--- src/rtl/svlc_pkg.sv ---
// ----------------------------------------------------------------------------
// svlc_pkg
// shared types, constants and prefix tables for the identification line check
// ----------------------------------------------------------------------------
`default_nettype none

package svlc_pkg;

   localparam int unsigned CH_W     = 8;
   localparam int unsigned V2_LEN   = 8;
   localparam int unsigned V199_LEN = 9;

   localparam logic [CH_W-1:0] PRINT_LO = 8'h20;
   localparam logic [CH_W-1:0] PRINT_HI = 8'h7e;
   localparam logic [CH_W-1:0] CH_CR    = 8'h0d;
   localparam logic [CH_W-1:0] CH_LF    = 8'h0a;

   // one character of the line plus its end marker
   typedef struct packed {
      logic [CH_W-1:0] ch;
      logic            last_char;
   } svlc_item_type;

   // expected character of "SSH-2.0-" at a position
   function automatic logic [CH_W-1:0] v2_char(input logic [2:0] pos);
      logic [CH_W-1:0] c;
      case (pos)
         3'd0:    c = 8'h53; // S
         3'd1:    c = 8'h53; // S
         3'd2:    c = 8'h48; // H
         3'd3:    c = 8'h2d; // -
         3'd4:    c = 8'h32; // 2
         3'd5:    c = 8'h2e; // .
         3'd6:    c = 8'h30; // 0
         default: c = 8'h2d; // -
      endcase
      return c;
   endfunction

   // expected character of "SSH-1.99-" at a position
   function automatic logic [CH_W-1:0] v199_char(input logic [3:0] pos);
      logic [CH_W-1:0] c;
      case (pos)
         4'd0:    c = 8'h53; // S
         4'd1:    c = 8'h53; // S
         4'd2:    c = 8'h48; // H
         4'd3:    c = 8'h2d; // -
         4'd4:    c = 8'h31; // 1
         4'd5:    c = 8'h2e; // .
         4'd6:    c = 8'h39; // 9
         4'd7:    c = 8'h39; // 9
         default: c = 8'h2d; // - (and beyond the prefix, unused)
      endcase
      return c;
   endfunction

endpackage

`default_nettype wire

--- src/rtl/svlc_req_if.sv ---
// ----------------------------------------------------------------------------
// svlc_req_if
// valid/ready channel carrying one line character per item
// ----------------------------------------------------------------------------
`default_nettype none

interface svlc_req_if
   import svlc_pkg::*;
   ();
   logic            valid;
   logic            ready;
   logic [CH_W-1:0] ch;
   logic            last_char;

   modport source (output valid, output ch, output last_char, input ready);
   modport sink   (input valid, input ch, input last_char, output ready);
endinterface

`default_nettype wire

--- src/rtl/svlc_rsp_if.sv ---
// ----------------------------------------------------------------------------
// svlc_rsp_if
// valid/ready channel carrying one line verdict per item
// ----------------------------------------------------------------------------
`default_nettype none

interface svlc_rsp_if;
   logic valid;
   logic ready;
   logic status;

   modport source (output valid, output status, input ready);
   modport sink   (input valid, input status, output ready);
endinterface

`default_nettype wire

--- src/rtl/svlc_line_state.sv ---
// ----------------------------------------------------------------------------
// svlc_line_state
// per-line count, prefix match and printable tracking with end-of-line verdict
// ----------------------------------------------------------------------------
`default_nettype none

module svlc_line_state
   import svlc_pkg::*;
#(
   parameter int unsigned MAX_LINE = 253
) (
   input  wire logic          clock,
   input  wire logic          reset,
   input  wire logic          adv,
   input  wire svlc_item_type item,
   output logic               status
);

   localparam int unsigned CNT_W = $clog2(MAX_LINE + 2);
   localparam logic [CNT_W-1:0] CNT_SAT  = CNT_W'(MAX_LINE + 1);
   localparam logic [CNT_W-1:0] CNT_V2   = CNT_W'(V2_LEN);
   localparam logic [CNT_W-1:0] CNT_V199 = CNT_W'(V199_LEN);

   logic [CNT_W-1:0] cnt_ff, cnt_in;
   logic             v2_ff, v2_in;
   logic             v199_ff, v199_in;
   logic             bad_ff, bad_in;

   logic [CNT_W-1:0] len;
   logic             v2_ok, v199_ok, pfx_short;
   logic             upd_v2, upd_v199, upd_bad;

   always_comb begin
      upd_v2   = v2_ff;
      upd_v199 = v199_ff;
      if (cnt_ff < CNT_V2 && item.ch != v2_char(cnt_ff[2:0])) upd_v2 = 1'b0;
      if (cnt_ff < CNT_V199 && item.ch != v199_char(cnt_ff[3:0])) upd_v199 = 1'b0;
      upd_bad = bad_ff || item.ch < PRINT_LO || item.ch > PRINT_HI;
      len = (cnt_ff == CNT_SAT) ? cnt_ff : cnt_ff + 1'b1;

      v2_ok     = upd_v2 && len >= CNT_V2;
      v199_ok   = upd_v199 && len >= CNT_V199;
      pfx_short = v2_ok ? (len == CNT_V2) : (len == CNT_V199);

      status = (len == CNT_SAT) || item.ch == CH_CR || item.ch == CH_LF ||
               (!v2_ok && !v199_ok) || pfx_short || upd_bad;

      cnt_in  = cnt_ff;
      v2_in   = v2_ff;
      v199_in = v199_ff;
      bad_in  = bad_ff;
      if (adv) begin
         if (item.last_char) begin
            cnt_in  = '0;
            v2_in   = 1'b1;
            v199_in = 1'b1;
            bad_in  = 1'b0;
         end else begin
            cnt_in  = len;
            v2_in   = upd_v2;
            v199_in = upd_v199;
            bad_in  = upd_bad;
         end
      end
   end

   always_ff @(posedge clock) begin
      if (reset) begin
         cnt_ff  <= '0;
         v2_ff   <= 1'b1;
         v199_ff <= 1'b1;
         bad_ff  <= 1'b0;
      end else begin
         cnt_ff  <= cnt_in;
         v2_ff   <= v2_in;
         v199_ff <= v199_in;
         bad_ff  <= bad_in;
      end
   end

   // line state is back to reset after a final character
   a_clear_after_last: assert property (@(posedge clock) disable iff (reset)
      (adv && item.last_char) |=> (cnt_ff == '0 && v2_ff && v199_ff && !bad_ff))
      else $error("line state not cleared after final character");

   // count never passes saturation
   a_cnt_sat: assert property (@(posedge clock) disable iff (reset)
      cnt_ff <= CNT_SAT)
      else $error("character count beyond saturation");

   // the two prefixes part at the fifth character
   a_pfx_exclusive: assert property (@(posedge clock) disable iff (reset)
      (cnt_ff >= CNT_W'(5)) |-> !(v2_ff && v199_ff))
      else $error("both prefixes still matching past the fifth character");

endmodule

`default_nettype wire

--- src/rtl/ssh_version_line_check.sv ---
// ----------------------------------------------------------------------------
// ssh_version_line_check
// streaming check of one protocol identification line, one character per item
// ----------------------------------------------------------------------------
// each item on req_ch is one character of an identification line (cr lf
// already removed), with last_char set on its final character. the block
// tracks length (saturating at MAX_LINE+1), match against "SSH-2.0-" and
// "SSH-1.99-", and whether any character fell outside 0x20..0x7e. on the
// final character one item goes out on rsp_ch: status 0 for an acceptable
// line, 1 for an invalid one (too long, ends in cr or lf, no prefix, nothing
// after the prefix, or a non-printable character). other characters give no
// output. one character per cycle, unless a final character waits behind
// a verdict held on rsp_ch. a final character passes the input register,
// then the per-line state update and verdict logic feed the output register.
// a waiting verdict stalls only the next final character, not ordinary ones.
// ----------------------------------------------------------------------------
`default_nettype none

module ssh_version_line_check
   import svlc_pkg::*;
#(
   parameter int unsigned MAX_LINE = 253
) (
   input  wire logic   clock,
   input  wire logic   reset,
   svlc_req_if.sink    req_ch,
   svlc_rsp_if.source  rsp_ch
);

   // input register stage
   logic          s1_vld_ff, s1_vld_in;
   svlc_item_type s1_item_ff, s1_item_in;
   logic          s1_adv;

   // output register
   logic          rsp_vld_ff, rsp_vld_in;
   logic          rsp_status_ff, rsp_status_in;

   logic          out_free;
   logic          verdict;

   // output slot is free when empty or being drained this cycle
   assign out_free = !rsp_vld_ff || rsp_ch.ready;
   // non-final characters never need the output slot
   assign s1_adv   = s1_vld_ff && (!s1_item_ff.last_char || out_free);
   assign req_ch.ready = !s1_vld_ff || s1_adv;

   always_comb begin
      s1_vld_in  = s1_vld_ff;
      s1_item_in = s1_item_ff;
      if (req_ch.ready) begin
         s1_vld_in            = req_ch.valid;
         s1_item_in.ch        = req_ch.ch;
         s1_item_in.last_char = req_ch.last_char;
      end

      rsp_vld_in    = rsp_vld_ff && !rsp_ch.ready;
      rsp_status_in = rsp_status_ff;
      if (s1_adv && s1_item_ff.last_char) begin
         rsp_vld_in    = 1'b1;
         rsp_status_in = verdict;
      end
   end

   svlc_line_state #(
      .MAX_LINE (MAX_LINE)
   ) u_state (
      .clock  (clock),
      .reset  (reset),
      .adv    (s1_adv),
      .item   (s1_item_ff),
      .status (verdict)
   );

   // payload registers, no reset needed
   always_ff @(posedge clock) begin
      s1_item_ff    <= s1_item_in;
      rsp_status_ff <= rsp_status_in;
   end

   always_ff @(posedge clock) begin
      if (reset) begin
         s1_vld_ff  <= 1'b0;
         rsp_vld_ff <= 1'b0;
      end else begin
         s1_vld_ff  <= s1_vld_in;
         rsp_vld_ff <= rsp_vld_in;
      end
   end

   assign rsp_ch.valid  = rsp_vld_ff;
   assign rsp_ch.status = rsp_status_ff;

   // a final character that moves on always produces a verdict next cycle
   a_verdict_follows: assert property (@(posedge clock) disable iff (reset)
      (s1_adv && s1_item_ff.last_char) |=> rsp_vld_ff)
      else $error("final character advanced without a verdict");

   // a final character must hold while the verdict slot is blocked
   a_last_held: assert property (@(posedge clock) disable iff (reset)
      (rsp_vld_ff && !rsp_ch.ready && s1_vld_ff && s1_item_ff.last_char) |-> !s1_adv)
      else $error("final character advanced over a pending verdict");

   // a non-final character in the input stage never stalls
   a_plain_flows: assert property (@(posedge clock) disable iff (reset)
      (s1_vld_ff && !s1_item_ff.last_char) |-> s1_adv)
      else $error("ordinary character stalled");

endmodule

`default_nettype wire
--- src/flat_wrapper.sv ---
// flat-port wrapper written by rule: the top's interface ports become plain ports
module ssh_version_line_check_flat import svlc_pkg::*;
#(
   parameter int unsigned MAX_LINE = 253
)
  (clock, reset, req_ch_valid, req_ch_ch, req_ch_last_char, req_ch_ready, rsp_ch_valid, rsp_ch_status, rsp_ch_ready);
  svlc_req_if req_ch_i ();
  svlc_rsp_if rsp_ch_i ();
  input  wire logic clock;
  input  wire logic reset;
  input wire logic [$bits(req_ch_i.valid)-1:0] req_ch_valid;
  input wire logic [$bits(req_ch_i.ch)-1:0] req_ch_ch;
  input wire logic [$bits(req_ch_i.last_char)-1:0] req_ch_last_char;
  output wire logic [$bits(req_ch_i.ready)-1:0] req_ch_ready;
  output wire logic [$bits(rsp_ch_i.valid)-1:0] rsp_ch_valid;
  output wire logic [$bits(rsp_ch_i.status)-1:0] rsp_ch_status;
  input wire logic [$bits(rsp_ch_i.ready)-1:0] rsp_ch_ready;
  assign req_ch_i.valid = req_ch_valid;
  assign req_ch_i.ch = req_ch_ch;
  assign req_ch_i.last_char = req_ch_last_char;
  assign req_ch_ready = req_ch_i.ready;
  assign rsp_ch_valid = rsp_ch_i.valid;
  assign rsp_ch_status = rsp_ch_i.status;
  assign rsp_ch_i.ready = rsp_ch_ready;
  ssh_version_line_check #(.MAX_LINE(MAX_LINE)) u_core (.clock(clock), .reset(reset), .req_ch(req_ch_i), .rsp_ch(rsp_ch_i));
endmodule
--- config.mk ---
export PLATFORM = sky130hd
export DESIGN_NAME = ssh_version_line_check_flat
export DESIGN_NICKNAME = d
export VERILOG_FILES = /design/src/rtl/svlc_pkg.sv /design/src/rtl/svlc_req_if.sv /design/src/rtl/svlc_rsp_if.sv /design/src/rtl/svlc_line_state.sv /design/src/rtl/ssh_version_line_check.sv /design/src/flat_wrapper.sv
export SDC_FILE = /design/constraint.sdc
export NUM_CORES = 1
export LEC_CHECK = 0
export ABC_AREA = 1
export BUFFER_PORTS_ARGS = -buffer_cell sky130_fd_sc_hd__buf_2
export CAP_MARGIN = 20
export CORE_AREA = 5 5 74 76
export DETAILED_ROUTE_END_ITERATION = 10
export DIE_AREA = 0 0 79 81
export GPL_ROUTABILITY_DRIVEN = 0
export HOLD_SLACK_MARGIN = 0.08
export MAX_ROUTING_LAYER = met4
export PLACE_DENSITY = 0.67
export SLEW_MARGIN = 20
export SYNTH_ARGS = -nofsm -noshare
export SYNTH_HDL_FRONTEND = slang
export SYNTH_SLANG_ARGS = --single-unit
--- constraint.sdc ---
create_clock -name clock -period 4 [get_ports clock]
set_input_delay 0.4 -clock clock [delete_from_list [all_inputs] [get_ports clock]]
set_output_delay 0.4 -clock clock [all_outputs]
set_load 0.02 [all_outputs]
==> metrics.yaml, run 1 <==
grt_pass1_vias: 1451
ys.flop_type: "dfxtp_1"
worst_ep_required_time_ps: 4040
fillers: 458
crit_chain: "inv_1 -> ha_1 -> nand2_1 -> nor2_2 -> nand2_2 -> nand3_1 -> nor2_2 -> nand3_2 -> nand3_2 -> nand2_1 -> nand2_1 -> nand2_1"
start_util_pct: 39.0
ys_seq_area_share_pct: 38.5
cts_tree: "built"
cap_violations: 0
vias_per_cell: 4.94
cts_resized: 0
row_count: 25
clk-insertion-delay-late_ps: 280
setup_violations: 0
slew_viol_final: 0
overflow: 0
yosysWarnings: 0
final_nets: 287
die_area_um2: 6400
r2r_end: "u_core.rsp_ch.status"
cpPeakStageDelay_ps: 480
drt-total-wl_mm: 3.94
arrival_ps: 2200
status: "completed"
synth-seq-cells: 30
path_class: "flop to flop"
skew_ps: 10.1
post-route-drc-count: 0
area_delta_synth_final_pct: 11.2
drive_gt1_share_pct: 16.0
min_path_cells: 1
hold_ws_ps: 291
syn-num-nets: 269
htree_levels: 2
crit_top_cell: "nand2_1"
port_buffers: 15
hpwl_mm: 3.11
cts.clk_slew.worst_paths_ps: 70
cp_max_fo: 8
drt_iter0_markers: 102
async_reset_ff_share_pct: 0
die_h_um: 81
p_leak_nw: 0.930
slowest_stage: "dfxtp_1"
hp-start: "req_ch_ch[0]"
post-route-period-util_pct: 53.8
holdPathEnd: "u_core.s1_item_ff[1]"
wl_per_cell_um: 12.2
cts.path.max_buffers: 2
end_kind: "flop"
seq_area_um2: 701
core-area_um2: 4660
rrSetupSlack_ps: 1850
worstMarginPinSlew_ps: 527
grt_pass1_wl_mm: 6.60
grt_max_degree: 12
antenna_found_initial: 0
ir_drop_v: 0.000214
fin_crit_ps: 2150
start_kind: "flop"
yosys.cell_types.count: 34
slew_headroom_pct: 64.7
cts_setup_buffers: 0
hold_viol: 0
ant_nets: 0
num_io_pins: 16
hold_path.class: "input pin to flop"
syn_inst: 250
grt_usage_pct: 13.9
p_per_area_nw_per_um2: 307
rr_worst_depth: 12
rsz0062_at_grt: "no"
fmax_ghz: 0.465
firstDrtPassIters: 4
diodes: 0
setup_tns_ps: 0
die_w_um: 79
synth.cell_area_um2: 1820
multiInputGateArea_um2: 936
cts_sinks: 30
via_count: 1597
synth_edf_count: 10
syn_avg_cell_area_um2: 7.27
cts_hold_buffers: 0
r2r-start: "u_core.u_state.cnt_ff[0]"
cts-root-buf: "clkbuf_8"
numCtsBuffers: 5
-- worst max path at each step --
stage,cells past startpoint,slack (ps),endpoint,start
3_3_place_gp,10,1910,u_core.rsp_ch.status,u_core.u_state.cnt_ff[1]
6_report,12,1850,u_core.rsp_ch.status,u_core.u_state.cnt_ff[0]
2_1_floorplan,12,2090,u_core.rsp_ch.status,u_core.u_state.cnt_ff[0]
5_1_grt,12,1620,u_core.rsp_ch.status,u_core.u_state.cnt_ff[0]
4_1_cts,12,1850,u_core.rsp_ch.status,u_core.u_state.cnt_ff[0]
3_5_place_dp,12,1860,u_core.rsp_ch.status,u_core.u_state.cnt_ff[0]
-- cell usage after synthesis (3+ instances only) --
| master | number | area share, % |
|---|---|---|
| nand2_1 | 69 | 14 |
| inv_1 | 34 | 7.0 |
| nor2_1 | 24 | 5.0 |
| nand3_1 | 21 | 5.8 |
| dfxtp_1 | 20 | 22 |
| a21oi_1 | 11 | 3.0 |
| o21ai_0 | 11 | 3.0 |
| edfxtp_1 | 10 | 17 |
| ha_1 | 6 | 4.1 |
| nand4_1 | 6 | 2.1 |
| nor2_2 | 5 | 1.7 |
| nor2_4 | 4 | 2.5 |
| nand2_2 | 3 | 1.0 |
| xor2_1 | 3 | 1.4 |
-- metal layers --
layer	share of wire [%]	track usage, %	routed length, um	up-vias
met3	4.5	3.55	179	5
met2	46	21.0	1820	36
li1	-	-	-	843
met1	47	17.2	1850	713
met4	2.1	7.04	81	0
met5	0	-	0	-
-- per-stage QoR --
stage                     total power [mW]  area [um^2]  instances  setup WS, ps  utilization [%]
after floorplan                      0.366         1820        250          2090                -
after global placement               0.380         1930        315          1910             41.4
after detailed placement             0.380         1930        315          1860             41.4
after CTS                            0.629         2020        323          1850             43.4
after global routing                 0.650         2020        323          1620             43.4
final                                0.621         2020        323          1850             43.4
-- cell usage in the layout (no fill, tap or decap), drive strengths merged, types with 3 or more instances in the layout --
| cell type | synthesis | final |
|---|---|---|
| a21oi | 11 | 11 |
| buf | 3 | 15 |
| clkbuf | 1 | 7 |
| dfxtp | 20 | 20 |
| edfxtp | 10 | 10 |
| ha | 6 | 6 |
| inv | 36 | 36 |
| nand2 | 73 | 73 |
| nand3 | 23 | 23 |
| nand4 | 6 | 6 |
| nor2 | 33 | 33 |
| o21ai | 13 | 13 |
| xor2 | 3 | 3 |
-- cells by family (layout without fill, tap and decap cells) --
kind of cell,Yosys count,count (layout),share of synthesized area [%]
AND/OR/NAND/NOR,137,137,34.7
AO/OA/AOI/OAI,32,32,10.7
adder cells (fa/ha/maj),6,6,4.13
XOR/XNOR,4,4,1.93
flip-flops,30,30,38.5
buffers and inverters,41,60,9.98
-- power by group --
part           internal [mW]  switching [mW]
clock                  0.138           0.109
sequential             0.324         0.00965
combinational         0.0163          0.0239
-- layout make-up --
class	count	share of cell area, %
Inverter	37	7.49
Clock inverter	1	0.248
Multi-Input combinational cell	179	46.3
Sequential cell	30	34.7
Timing Repair Buffer	15	3.71
Clock buffer	7	4.27
Tap cell	54	3.34
-- worst max-delay path, delay by kind of cell (launching register included) --
family / cells / cell delay, ps
adder cells (fa/ha/maj): 1 / 260
buffers and inverters: 1 / 180
flip-flops: 1 / 480
AND/OR/NAND/NOR: 10 / 970
(Power assumes the default switching activity.)
==> run 2, diff against run 1 <==
Settings changed: ABC_AREA 1 to 0, CORE_AREA 5 5 74 76 to 5 5 73 75, DIE_AREA 0 0 79 81 to 0 0 78 80, PLACE_DENSITY 0.67 to 0.69.
Clock period 4 ns to 1.82 ns, I/O delays scaled along.
==> metrics.yaml, run 2 <==
status: "finished, violations left"
violations: "setup timing"
syn_inst: 199  # -20%
cts_tree: "built"
placed_cell_area_um2: 2300  # +19%
worst_ep_required_time_ps: 1850  # -2190 ps
overflow: 0  # unchanged
slew_headroom_pct: 68.9  # +4.1 points
r2r_end: "u_core.rsp_ch.status"
yosysWarnings: 0  # unchanged
synth_area_leaders: "dfxtp_1 (23%), edfxtp_1 (17%), a21oi_1 (5.9%)"
p_per_area_nw_per_um2: 558  # +82%
start_kind: "flop"
end_kind: "flop"
yosys.cell_types.count: 51  # +50%
htree_levels: 2  # unchanged
drt-total-wl_mm: 5.39  # +37%
setup_violations: 13  # +13
firstDrtPassIters: 4  # unchanged
ir_drop_v: 0.000613  # +190%
core-area_um2: 4600  # -1.3%
row_count: 25  # unchanged
via_count: 1829  # +15%
hpwl_mm: 3.56  # +14%
synth.cell_area_um2: 1780  # -2.3%
clk-insertion-delay-late_ps: 280  # about the same
cpPeakStageDelay_ps: 560  # +80 ps
syn-num-nets: 218  # -19%
die_h_um: 80  # -1.2%
syn_avg_cell_area_um2: 8.92  # +23%
synth-seq-cells: 30  # unchanged
start_util_pct: 38.6  # -0.39 points
slew_viol_final: 0  # unchanged
fillers: 369  # -19%
final_cell_mix: "buf_4 (45), a21oi_1 (17), buf_6 (16)"
fmax_ghz: 0.452  # -2.7%
rrSetupSlack_ps: -390  # -2240 ps
skew_ps: 5.76  # -4.31 ps
p_total_mw: 1.58  # +150%
die_w_um: 78  # -1.3%
r2r-start: "u_core.u_state.cnt_ff[1]"
ys_seq_area_share_pct: 39.5  # +0.92 points
multiInputGateArea_um2: 1200  # +29%
fin_crit_ps: 2210  # +60.8 ps
holdPathEnd: "u_core.s1_vld_ff"
final_util_pct: 61.5  # +18 points
path_class: "flop to flop"
ys.flop_type: "dfxtp_1"
async_reset_ff_share_pct: 0  # unchanged
grt_pass1_vias: 1842  # +27%
cts.path.max_buffers: 2  # unchanged
slowest_stage: "or4_4"
cts-root-buf: "clkbuf_8"
arrival_ps: 2240  # +40 ps
worstMarginPinSlew_ps: 465  # -62.3 ps
vias_per_cell: 5.46  # +10%
hold_viol: 0  # unchanged
synth_edf_count: 10  # unchanged
post-route-period-util_pct: 122  # +68 points
yosysTopAreaCell: "dfxtp_1"
grt_max_degree: 16  # +4
hp-start: "req_ch_valid"
crit_chain: "mux2i_1 -> mux2i_1 -> or4_4 -> o41ai_4 -> buf_4 -> nor2_1 -> a211o_1"
diodes: 0  # unchanged
seq_area_um2: 712  # +1.6%
cts_sinks: 30  # unchanged
timing.final.ws_setup_ps: -393  # -2240 ps
final_cell_area_um2: 2830  # +40%
final_cells: 335  # +3.7%
final_nets: 299  # +4.2%
yosysMostFrequentCell: "a21oi_1"
antenna_found_initial: 0  # unchanged
post-route-drc-count: 0  # unchanged
port_buffers: 15  # unchanged
synth_top_cell_area_share_pct: 22.6  # +0.53 points
hold_path.class: "input pin to flop"
numCtsBuffers: 5  # unchanged
rr_worst_depth: 7  # -5
die_area_um2: 6240  # -2.5%
final_common_cell: "buf_4"
cap_violations: 0  # unchanged
grt_pass1_wl_mm: 8.32  # +26%
area_delta_synth_final_pct: 59.3
setup_tns_ps: -1630  # -1630 ps
crit_top_cell: "mux2i_1"
placed_cells: 309  # -1.9%
rsz0062_at_grt: "yes"
p_leak_nw: 1.18  # +27%
grt_usage_pct: 17.3  # +3.4 points
min_path_cells: 3  # +2
drive_gt1_share_pct: 45.2  # +29 points
wl_per_cell_um: 16.1  # +32%
synth_common_cells: "a21oi_1 (21), dfxtp_1 (20), nor2_1 (16)"
cts.clk_slew.worst_paths_ps: 60  # about the same
drt_iter0_markers: 97  # -4.9%
cp_max_fo: 8  # unchanged
hold_ws_ps: 139  # -152 ps
dp_slack_ps: -444  # -2300 ps
ant_nets: 0  # unchanged
num_io_pins: 16  # unchanged
[run 2: cell count changes after synthesis, sizes merged, moves of 4 or more]
cell    previous run  this run
nand2             73         9
inv               36        13
nor2              33        16
nand3             23         7
a21oi             11        21
o21ai             13         5
nor3               1         8
clkbuf             1         7
nor2b              0         6
mux2i              0         5
and3               0         4
nand2b             0         4
xor2               3         7
[run 2: where the power goes]
| group | internal [mW] | switching, mW |
|---|---|---|
| Combinational | 0.0999 | 0.0900 |
| Clock | 0.402 | 0.255 |
| Sequential | 0.709 | 0.0233 |
[run 2: kinds of logic (layout without fill, tap and decap cells)]
logic type	count (synthesis)	count (layout)	share of synthesized area, %
and+or+nand+nor	69	69	20.8
AOI/OAI and AO/OA	53	53	21.0
buffers and inverters	24	106	5.64
DFF	30	30	39.5
adders and majority gates	6	6	4.23
muxes	6	6	3.45
xor gates and xnor gates	11	11	5.43
[run 2: how the worst max path moves through the flow]
stage / to / cells after the start / start / slack (ps)
4_1_cts: u_core.rsp_ch.status / 6 / u_core.u_state.cnt_ff[1] / -380
6_report: u_core.rsp_ch.status / 7 / u_core.u_state.cnt_ff[1] / -390
5_1_grt: u_core.rsp_ch.status / 7 / u_core.u_state.cnt_ff[1] / -500
3_3_place_gp: u_core.rsp_ch.status / 8 / u_core.u_state.cnt_ff[1] / -350
2_1_floorplan: u_core.rsp_ch.status / 8 / u_core.u_state.cnt_ff[0] / -360
3_5_place_dp: u_core.rsp_ch.status / 8 / u_core.u_state.cnt_ff[1] / -440
[run 2: per-layer routing]
layer | track usage (%) | part of all wire, %
met1 | 18.4 | 41
met2 | 31.1 | 52
met3 | 3.16 | 3.8
met4 | 7.60 | 2.8
met5 | - | 0
[run 2: repair_timing]
action,in CTS,in global routing
resized for setup,35,31
pin swaps,11,16
endpoints found under the setup margin,14,16
hold buffers,9,0
endpoints found under the hold margin,9,0
buffers inserted,9,3
[run 2: critical path, delay by kind of cell, from the launching register on]
| kind | cells | cell delay [ps] |
|---|---|---|
| and+or+nand+nor | 2 | 600 |
| DFF | 1 | 400 |
| muxes | 2 | 290 |
| AOI/OAI and AO/OA | 2 | 500 |
| buffers and inverters | 1 | 180 |
[run 2: cell type report]
cell class | instances | share of cell area [%]
multi-input combinational | 145 | 42.5
inverter | 13 | 1.90
clock inverter | 3 | 1.42
timing repair buffer | 85 | 24.1
sequential | 30 | 25.2
clock buffer | 5 | 2.43
tap | 54 | 2.39
